--- config.mk ---
export PLATFORM = sky130hd
export DESIGN_NAME = fixed_frame_xor_deframer
export DESIGN_NICKNAME = d
export VERILOG_FILES = /design/src/sv/ffxd_pkg.sv /design/src/sv/fixed_frame_xor_deframer.sv /design/src/sv/ffxd_frame.sv
export SDC_FILE = /design/constraint.sdc
export NUM_CORES = 1
export LEC_CHECK = 0
export ABC_CLOCK_PERIOD_IN_PS = 6080
export BUFFER_PORTS_ARGS = -buffer_cell sky130_fd_sc_hd__buf_2
export CAP_MARGIN = 40
export CORE_MARGIN = 2
export CORE_UTILIZATION = 44
export CTS_BUF_LIST = sky130_fd_sc_hd__clkbuf_2
export DETAILED_ROUTE_END_ITERATION = 10
export SLEW_MARGIN = 40
export SYNTH_ARGS = -nofsm -noshare
export SYNTH_HDL_FRONTEND = slang
export SYNTH_SLANG_ARGS = --single-unit
export TNS_END_PERCENT = 30
--- constraint.sdc ---
create_clock -name clk -period 6.08 [get_ports clk]
set_clock_uncertainty 0.05 [all_clocks]
set_input_delay 0.304 -clock clk [delete_from_list [all_inputs] [get_ports clk]]
set_output_delay 0.304 -clock clk [all_outputs]
set_load 0.01 [all_outputs]
--- src/sv/ffxd_pkg.sv ---
// Package: word types and frame constants for the fixed-frame XOR deframer.
`default_nettype none
package ffxd_pkg;

  localparam logic [7:0]  END_MARK   = 8'h34;
  localparam logic [7:0]  START_MARK = 8'h32;
  localparam logic [3:0]  LAST_SUMMED = 4'd11;
  localparam logic [3:0]  CHECK_POS   = 4'd12;
  localparam logic [3:0]  END_POS     = 4'd13;
  localparam logic [3:0]  LAST_HEADER = 4'd3;
  localparam logic [15:0] IDLE_RESET  = 16'd500;

  typedef enum logic [1:0] {
    ST_OK        = 2'd0,
    ST_BAD_START = 2'd1,
    ST_BAD_SUM   = 2'd2,
    ST_BAD_END   = 2'd3
  } status_t;

  typedef enum logic {
    MODE_BYTE = 1'b0,
    MODE_TICK = 1'b1
  } mode_t;

  typedef struct packed {
    logic       mode;
    logic [7:0] rx_byte;
  } item_word_t;

  typedef struct packed {
    logic [1:0]  status;
    logic [7:0]  source;
    logic [7:0]  destination;
    logic [7:0]  command;
    logic [63:0] payload;
  } frame_word_t;

endpackage
`default_nettype wire

--- src/sv/fixed_frame_xor_deframer.sv ---
// Top level: fixed 14-byte frame receiver with XOR checksum and idle timeout.
//
//  channel | handshake                 | word
//  --------+---------------------------+---------------------------------------
//  item    | item_valid / item_stall   | mode, rx_byte (byte or 1 ms tick)
//  frame   | frame_valid / frame_stall | status, source, destination, command,
//          |                           | payload (one per completed frame)
//  cfg     | cfg_wr_en                 | cfg_wr_data -> idle_limit
//
// One word per cycle while item_stall is low.
// Stages: input register, then frame tracker into the result register.
// Synchronous reset clears sync, count, XOR, idle count and both valids;
// idle_limit resets to 500.
// item_stall rises only while the result register holds a word under frame_stall.
`default_nettype none
module fixed_frame_xor_deframer (
  input  wire logic                  clk,
  input  wire logic                  rst,
  input  wire logic                  item_valid,
  output logic                       item_stall,
  input  wire ffxd_pkg::item_word_t  item,
  output logic                       frame_valid,
  input  wire logic                  frame_stall,
  output ffxd_pkg::frame_word_t      frame,
  input  wire logic                  cfg_wr_en,
  input  wire logic [15:0]           cfg_wr_data
);
  import ffxd_pkg::*;

  logic        item_q_valid;
  item_word_t  item_q;
  logic [15:0] idle_limit;
  logic        advance;
  logic        step;
  logic        done;
  frame_word_t result;

  assign advance    = !frame_valid || !frame_stall;
  assign step       = item_q_valid && advance;
  assign item_stall = item_q_valid && !advance;

  always_ff @(posedge clk) begin
    if (rst) begin
      idle_limit <= IDLE_RESET;
    end else if (cfg_wr_en) begin
      idle_limit <= cfg_wr_data;
    end
  end

  always_ff @(posedge clk) begin
    if (rst) begin
      item_q_valid <= 1'b0;
    end else if (!item_stall) begin
      item_q_valid <= item_valid;
    end
  end

  always_ff @(posedge clk) begin
    if (!item_stall) begin
      item_q <= item;
    end
  end

  ffxd_frame u_frame (
    .clk        (clk),
    .rst        (rst),
    .step       (step),
    .word       (item_q),
    .idle_limit (idle_limit),
    .done       (done),
    .result     (result)
  );

  always_ff @(posedge clk) begin
    if (rst) begin
      frame_valid <= 1'b0;
    end else if (advance) begin
      frame_valid <= step && done;
    end
  end

  always_ff @(posedge clk) begin
    if (step && done) begin
      frame <= result;
    end
  end

endmodule
`default_nettype wire

--- src/sv/ffxd_frame.sv ---
// Frame tracker: sync, byte count, running XOR, field capture and status checks.
`default_nettype none
module ffxd_frame (
  input  wire logic               clk,
  input  wire logic               rst,
  input  wire logic               step,
  input  wire ffxd_pkg::item_word_t word,
  input  wire logic [15:0]        idle_limit,
  output logic                    done,
  output ffxd_pkg::frame_word_t   result
);
  import ffxd_pkg::*;

  logic        synced, synced_next;
  logic [3:0]  byte_count, byte_count_next;
  logic [7:0]  running_xor, running_xor_next;
  logic [15:0] idle_ticks, idle_ticks_next;
  logic [7:0]  start_seen, start_seen_next;
  logic [23:0] header_bytes, header_bytes_next;
  logic [63:0] payload_shift, payload_shift_next;
  logic [7:0]  checksum_seen, checksum_seen_next;
  status_t     status;

  always_comb begin
    synced_next        = synced;
    byte_count_next    = byte_count;
    running_xor_next   = running_xor;
    idle_ticks_next    = idle_ticks;
    start_seen_next    = start_seen;
    header_bytes_next  = header_bytes;
    payload_shift_next = payload_shift;
    checksum_seen_next = checksum_seen;
    done               = 1'b0;

    if (start_seen != START_MARK) begin
      status = ST_BAD_START;
    end else if (running_xor != checksum_seen) begin
      status = ST_BAD_SUM;
    end else if (word.rx_byte != END_MARK) begin
      status = ST_BAD_END;
    end else begin
      status = ST_OK;
    end

    if (step) begin
      if (word.mode == MODE_TICK) begin
        if (idle_ticks != 16'hFFFF) begin
          idle_ticks_next = idle_ticks + 16'd1;
        end
        if (synced && (idle_ticks_next >= idle_limit)) begin
          synced_next      = 1'b0;
          byte_count_next  = '0;
          running_xor_next = '0;
        end
      end else begin
        idle_ticks_next = '0;
        if (!synced) begin
          if (word.rx_byte == END_MARK) begin
            synced_next      = 1'b1;
            byte_count_next  = '0;
            running_xor_next = '0;
          end
        end else begin
          byte_count_next = byte_count + 4'd1;
          if (byte_count == 4'd0) begin
            start_seen_next  = word.rx_byte;
            running_xor_next = '0;
          end else if (byte_count <= LAST_SUMMED) begin
            running_xor_next = running_xor ^ word.rx_byte;
            if (byte_count <= LAST_HEADER) begin
              header_bytes_next = {header_bytes[15:0], word.rx_byte};
            end else begin
              payload_shift_next = {payload_shift[55:0], word.rx_byte};
            end
          end else if (byte_count == CHECK_POS) begin
            checksum_seen_next = word.rx_byte;
          end else begin
            // end byte: frame complete
            done             = 1'b1;
            byte_count_next  = '0;
            running_xor_next = '0;
            if (word.rx_byte != END_MARK) begin
              synced_next = 1'b0;
            end
          end
        end
      end
    end
  end

  assign result.status      = status;
  assign result.source      = header_bytes[23:16];
  assign result.destination = header_bytes[15:8];
  assign result.command     = header_bytes[7:0];
  assign result.payload     = payload_shift;

  always_ff @(posedge clk) begin
    if (rst) begin
      synced      <= 1'b0;
      byte_count  <= '0;
      running_xor <= '0;
      idle_ticks  <= '0;
    end else begin
      synced      <= synced_next;
      byte_count  <= byte_count_next;
      running_xor <= running_xor_next;
      idle_ticks  <= idle_ticks_next;
    end
  end

  always_ff @(posedge clk) begin
    start_seen    <= start_seen_next;
    header_bytes  <= header_bytes_next;
    payload_shift <= payload_shift_next;
    checksum_seen <= checksum_seen_next;
  end

endmodule
`default_nettype wire

; Word-level counts from Yosys, hierarchy flattened
; Index checks and enable logic that the tools add are counted.
[totals]
mem_bits_ro = 0
mem_bits_rw = 0
inputBits = 30
word_cells = 87
register_bits = 250
mem_count = 0
latch_bits = 0
out_inout_bits = 92
[classes]
n_eq_ne = 8
mux = 34
div_mod_pow = 0
order_cmp = 3
n_mul = 0
reduce_logical = 17
n_addsub = 2
shift = 0
bitwise_logic = 5
[ops]
columns = op, n
row1 = 2-to-1 mux 16 bit, 4
row2 = 2-to-1 mux 8 bit, 7
row3 = 2-to-1 mux 4 bit, 7
row4 = AND reduction 6 bit, 3
row5 = "adder 16 x 1 -> 16 bit, second input constant", 1
row6 = greater-or-equal comparator 16 bit, 1
row7 = "!= test 16 bit, second input constant", 1
row8 = "!= test 8 x 6 -> 1 bit, second input constant", 2
row9 = 2-to-1 mux 1 bit, 14
row10 = "== test 8 x 6 -> 1 bit, second input constant", 1
row11 = != test 8 bit, 1
row12 = AND reduction 4 bit, 2
row13 = bitwise XOR 8 bit, 1
row14 = "!= test 5 bit, second input constant", 1
row15 = "adder 4 x 1 -> 4 bit, second input constant", 1
row16 = "== test 4 bit, second input constant", 1
row17 = "less-or-equal comparator 4 x 2 -> 1 bit, second input constant", 1
row18 = "less-or-equal comparator 4 bit, second input constant", 1
row19 = logical AND 1 bit, 4
row20 = logical NOT 4 bit, 1
row21 = 2-to-1 mux 2 bit, 2
row22 = inverter 1 bit, 4
row23 = logical NOT 1 bit, 3
row24 = AND reduction 3 bit, 1
row25 = other kinds (4), 4

; Longest topological paths before layout
[logic_depth]
word_depth = 8
ltp_mapped = 14
depth_no_buf = 13

; Hierarchy
; A second synthesis with hierarchy kept.
[hier_totals]
cells_unflattened = 565
area_unflattened_um2 = 9156.3
[modules_own_cells]
columns = mod, area_per_inst_um2, cells_each, instances
row1 = ffxd_frame, 5504.0, 403, 1
row2 = fixed_frame_xor_deframer, 3652.3, 162, 1

; Least setup slack after synthesis
; OpenSTA, ideal clock, no wires.
[synth_path]
kind = flip-flop to flip-flop
from = register item_q[8] (netlist name)
to = register frame[0] (netlist name), enable pin
arrival_time_ns = 4.773
path_slack_ns = 0.716
path_stages_with_launch = 5
setup_time_ns = 0.541
n_path_buf = 1
t_required_ns = 5.489
period_less_slack_ns = 5.364
path_cell_list = edfxtp_1 -> clkbuf_1 -> nor2b_1 -> nand2_1 -> nor2_1
[synth_via]
elab_chain_cells = 3
[synth_rtl]
columns = item, line_no
row1 = from (decl), fixed_frame_xor_deframer.sv:31  ; item_word_t item_q;
row2 = from (signal assigned), fixed_frame_xor_deframer.sv:60  ; item_q <= item;
row3 = 2-to-1 mux 1 bit, ffxd_frame.sv:46  ; if (word.mode == MODE_TICK) begin
row4 = 2-to-1 mux 1 bit, ffxd_frame.sv:45  ; if (step) begin
row5 = logical AND 1 bit, fixed_frame_xor_deframer.sv:83  ; if (step && done) begin
row6 = to (signal assigned), fixed_frame_xor_deframer.sv:84  ; frame <= result;
row7 = to (decl), fixed_frame_xor_deframer.sv:24  ; output ffxd_pkg::frame_word_t frame,
; No other way between the ends.
; A chain may end at the register's enable or synchronous reset.

; Worst setup path in the final report
[layout_path]
from = register u_frame.idle_ticks[6]
to = register u_frame.byte_count[1]
[layout_via]
elab_chain_cells = 8
[layout_rtl]
columns = item, line_no
row1 = from (decl), ffxd_frame.sv:17  ; logic [15:0] idle_ticks, idle_ticks_next;
row2 = from (signal assigned), ffxd_frame.sv:107  ; idle_ticks <= idle_ticks_next;
row3 = adder 16 x 1 -> 16 bit / != test 16 bit (equally long branches), "ffxd_frame.sv:48, ffxd_frame.sv:47"
row4 = 2-to-1 mux 16 bit *, ffxd_frame.sv:47  ; if (idle_ticks != 16'hFFFF) begin
row5 = 2-to-1 mux 16 bit *, ffxd_frame.sv:46
row6 = 2-to-1 mux 16 bit *, ffxd_frame.sv:45
row7 = greater-or-equal comparator 16 bit *, ffxd_frame.sv:50  ; if (synced && (idle_ticks_next >= idle_limit)) begin
row8 = logical AND 1 bit *, ffxd_frame.sv:50
row9 = != test 2 x 1 -> 1 bit (no source line) *, n/a
row10 = AND reduction 3 bit (no source line) *, n/a
row11 = to (signal assigned), ffxd_frame.sv:105  ; byte_count <= byte_count_next;
row12 = to (decl), ffxd_frame.sv:15  ; logic [3:0] byte_count, byte_count_next;
; Every way passes the cells marked *; elsewhere a longest branch is shown, timed or not. The select of a mux whose other input is x is not followed.

==> flow_metrics.env <==
export IMPL_status="finished clean"
export IMPL_slowest_delay_ns=0.51
export IMPL_max_slew_margin_pct=49.3
export IMPL_antenna_found_initial=1
export IMPL_drive_gt1_share_pct=28.8
export IMPL_final_common_cell="edfxtp_1"
export IMPL_ir_worst_vdd_mv=0.126
export IMPL_route_detailed_drc=0
export IMPL_startpoint_type="flop"
export IMPL_syn_area_per_cell_sq_um=15.8
export IMPL_end_kind="flop"
export IMPL_postCtsSetupBuffers=0
export IMPL_fin_crit_sh_pct=60.9
export IMPL_cts_buffer_depth=3
export IMPL_grt_pass1_wl_um=28300
export IMPL_antenna_left=0
export IMPL_synth_warnings=0
export IMPL_syn_instance_count=582
export IMPL_multi_input_area_sq_um=2000
export IMPL_crit_arrival_ns=4.27
export IMPL_fp_coreArea_sq_um=20400
export IMPL_synth_cell_types=60
export IMPL_clock_latency_ns=0.77
export IMPL_worstPathCellList="nand4_4 > or3_4 > nor3_2 > mux2_1 > ha_1 > nand4_1 > nor3_1 > nor4b_2 > nor3_4 > nor2_2 > mux2_4"
export IMPL_setup_violations=0
export IMPL_slew_viol_final=0
export IMPL_synth_edf_count=203
export IMPL_final_util_pct=55.9
export IMPL_n_fill_cell=1669
export IMPL_async_flop_share_pct=0
export IMPL_min_path_type="in -> reg"
export IMPL_dr_pass1_iters=5
export IMPL_crit_fanout=10
export IMPL_die_area_sq_um=22000
export IMPL_yosysSeqAreaShare_pct=76.7
export IMPL_synthFlopType="edfxtp_1"
export IMPL_cts_inserted_buffers=66
export IMPL_crit_required_ns=6.65
export IMPL_io_pins=122
export IMPL_synthMuxAreaShare_pct=1.50
export IMPL_die_w_um=148
export IMPL_drv_cap=0
export IMPL_path_clk_slew_ns=0.10
export IMPL_tns_ns=0
export IMPL_hold_violations=0
export IMPL_grtUsageTotal_pct=16.4
export IMPL_fin_crit_ns=3.70
export IMPL_start_util_pct=45.1
export IMPL_io_buffers=121
export IMPL_synth_seq_cells=250
export IMPL_clock_fmax_mhz=270
export IMPL_die_h_um=148
export IMPL_syn_to_final_growth_pct=24.1
export IMPL_first_global_vias=5768
export IMPL_seqCellArea_sq_um=7040
export IMPL_via_count=5676
export IMPL_path_class="reg -> reg"
export IMPL_synth_compound_area_share_pct=6.67
export IMPL_fin_nets=874
export IMPL_synth_top_family_by_area="simple AND/OR/NAND/NOR gates"
export IMPL_grt_start_max_net_pins=56
export IMPL_ctsResizeCount=0
export IMPL_most_common_layout_cells="203 x edfxtp_1, 121 x buf_2, 90 x clkbuf_2"
export IMPL_critPathSlowestCell="dfxtp_1"
export IMPL_overflow=0
export IMPL_row_count=52
export IMPL_hold_worst_slack_ns=0.208
export IMPL_cts_tree="built"
export IMPL_hold_buffers=60
export IMPL_cts_sinks=250
export IMPL_synth_area_sq_um=9180
export IMPL_synth_xor_area_share_pct=1.91
export IMPL_cts_htree_levels=3
export IMPL_via_per_inst=4.99
export IMPL_synth_simple_area_share_pct=8.67
export IMPL_routedWlPerCell_um=15.7
export IMPL_synth_fa_ha_area_share_pct=2.86
export IMPL_cts_root_buf="clkbuf_2"
export IMPL_hpwl_um=11000
export IMPL_rsz0062_at_grt="no"
export IMPL_wl_um=17900
export IMPL_gp_congestion=0.808
export IMPL_p_leak_uw=0.00424
export IMPL_worst_pin_slew_ns=0.760
export IMPL_synth_net_count=633
export IMPL_power_density_nw_per_um2=272
export IMPL_drtIter0Drc=295
-- through the flow --
stage | setup slack [ns] | total power (uW) | instance area [sq um] | cells
final | 2.38 | 3100 | 11400 | 1137
after global routing | 2.13 | 3250 | 11400 | 1137
after CTS | 2.35 | 3150 | 11400 | 1136
after detailed placement | 2.43 | 1950 | 10200 | 965
after global placement | 2.59 | 1940 | 10100 | 963
after floorplan | 0.716 | 1920 | 9180 | 582
-- area by class of cell --
type,count,share of cell area (%)
timing repair buffer,188,11.4
sequential,250,61.8
clock buffer,90,3.96
clock inverter,21,1.44
antenna,1,0.0220
multi-input combinational,292,17.6
inverter,25,0.824
tap,270,2.97
-- Yosys cell counts (10+ instances only) --
master      n  area [sq um]
xnor2_1    19           166
o21ai_1    13          65.1
edfxtp_1  203          6100
nand2_1    42           158
ha_1       21           263
o21ai_0    13          65.1
mux2i_1    10           100
nor2_1     32           120
a21oi_1    23           115
nand3_1    18          90.1
inv_1      25          93.8
dfxtp_1    47           941
-- cells by family (layout without fill, tap and decap cells) --
group           Yosys count  count (layout)
other cells               0               1
xor+xnor                 20              20
simple gates            145             145
flops                   250             250
mux                      13              13
compound gates           93              93
fa+ha+maj                21              21
buf+inv                  40             324
-- power by group --
| part | internal (uW) | leakage (uW) | switching [uW] |
|---|---|---|---|
| Sequential | 1840 | 0.00222 | 13.4 |
| Combinational | 50.8 | 0.00157 | 40.5 |
| Clock | 526 | 0.000449 | 635 |
| Total | 2410 | 0.00424 | 688 |
-- critical path: cells and delay by family (launching register included) --
family	cells	cell delay (ns)
AND/OR/NAND/NOR	8	2.03
multiplexers	2	0.67
flip-flops	1	0.51
adder cells (fa/ha/maj)	1	0.30
-- routing by layer --
metal	up-vias	share of wire, %	global-route usage [%]
li1	2716	-	-
met1	2729	44	20.4
met2	210	47	26.1
met3	21	7.2	5.46
met4	0	1.2	7.38
met5	-	0	0
-- flip-flops by register name, summed over array words and instances (netlist names), 4 cells and up --
| register | count |
|---|---|
| u_frame.byte_count | 4 |
| u_frame.checksum_seen | 8 |
| u_frame.header_bytes | 24 |
| item_q | 9 |
| u_frame.payload_shift | 64 |
| idle_limit | 16 |
| u_frame.running_xor | 8 |
| frame | 90 |
| u_frame.idle_ticks | 16 |
| u_frame.start_seen | 8 |
-- final timing paths --
kind                                end                      start  slack [ns]  cells past startpoint
hold reg to reg               frame[63]  u_frame.payload_shift[63]        0.36                      0
hold / removal                item_q[5]                    item[5]        0.21                      2
setup reg to reg  u_frame.byte_count[1]      u_frame.idle_ticks[6]        2.38                     11
setup / recovery  u_frame.byte_count[1]      u_frame.idle_ticks[6]        2.38                     11
(Power assumes the default switching activity.)
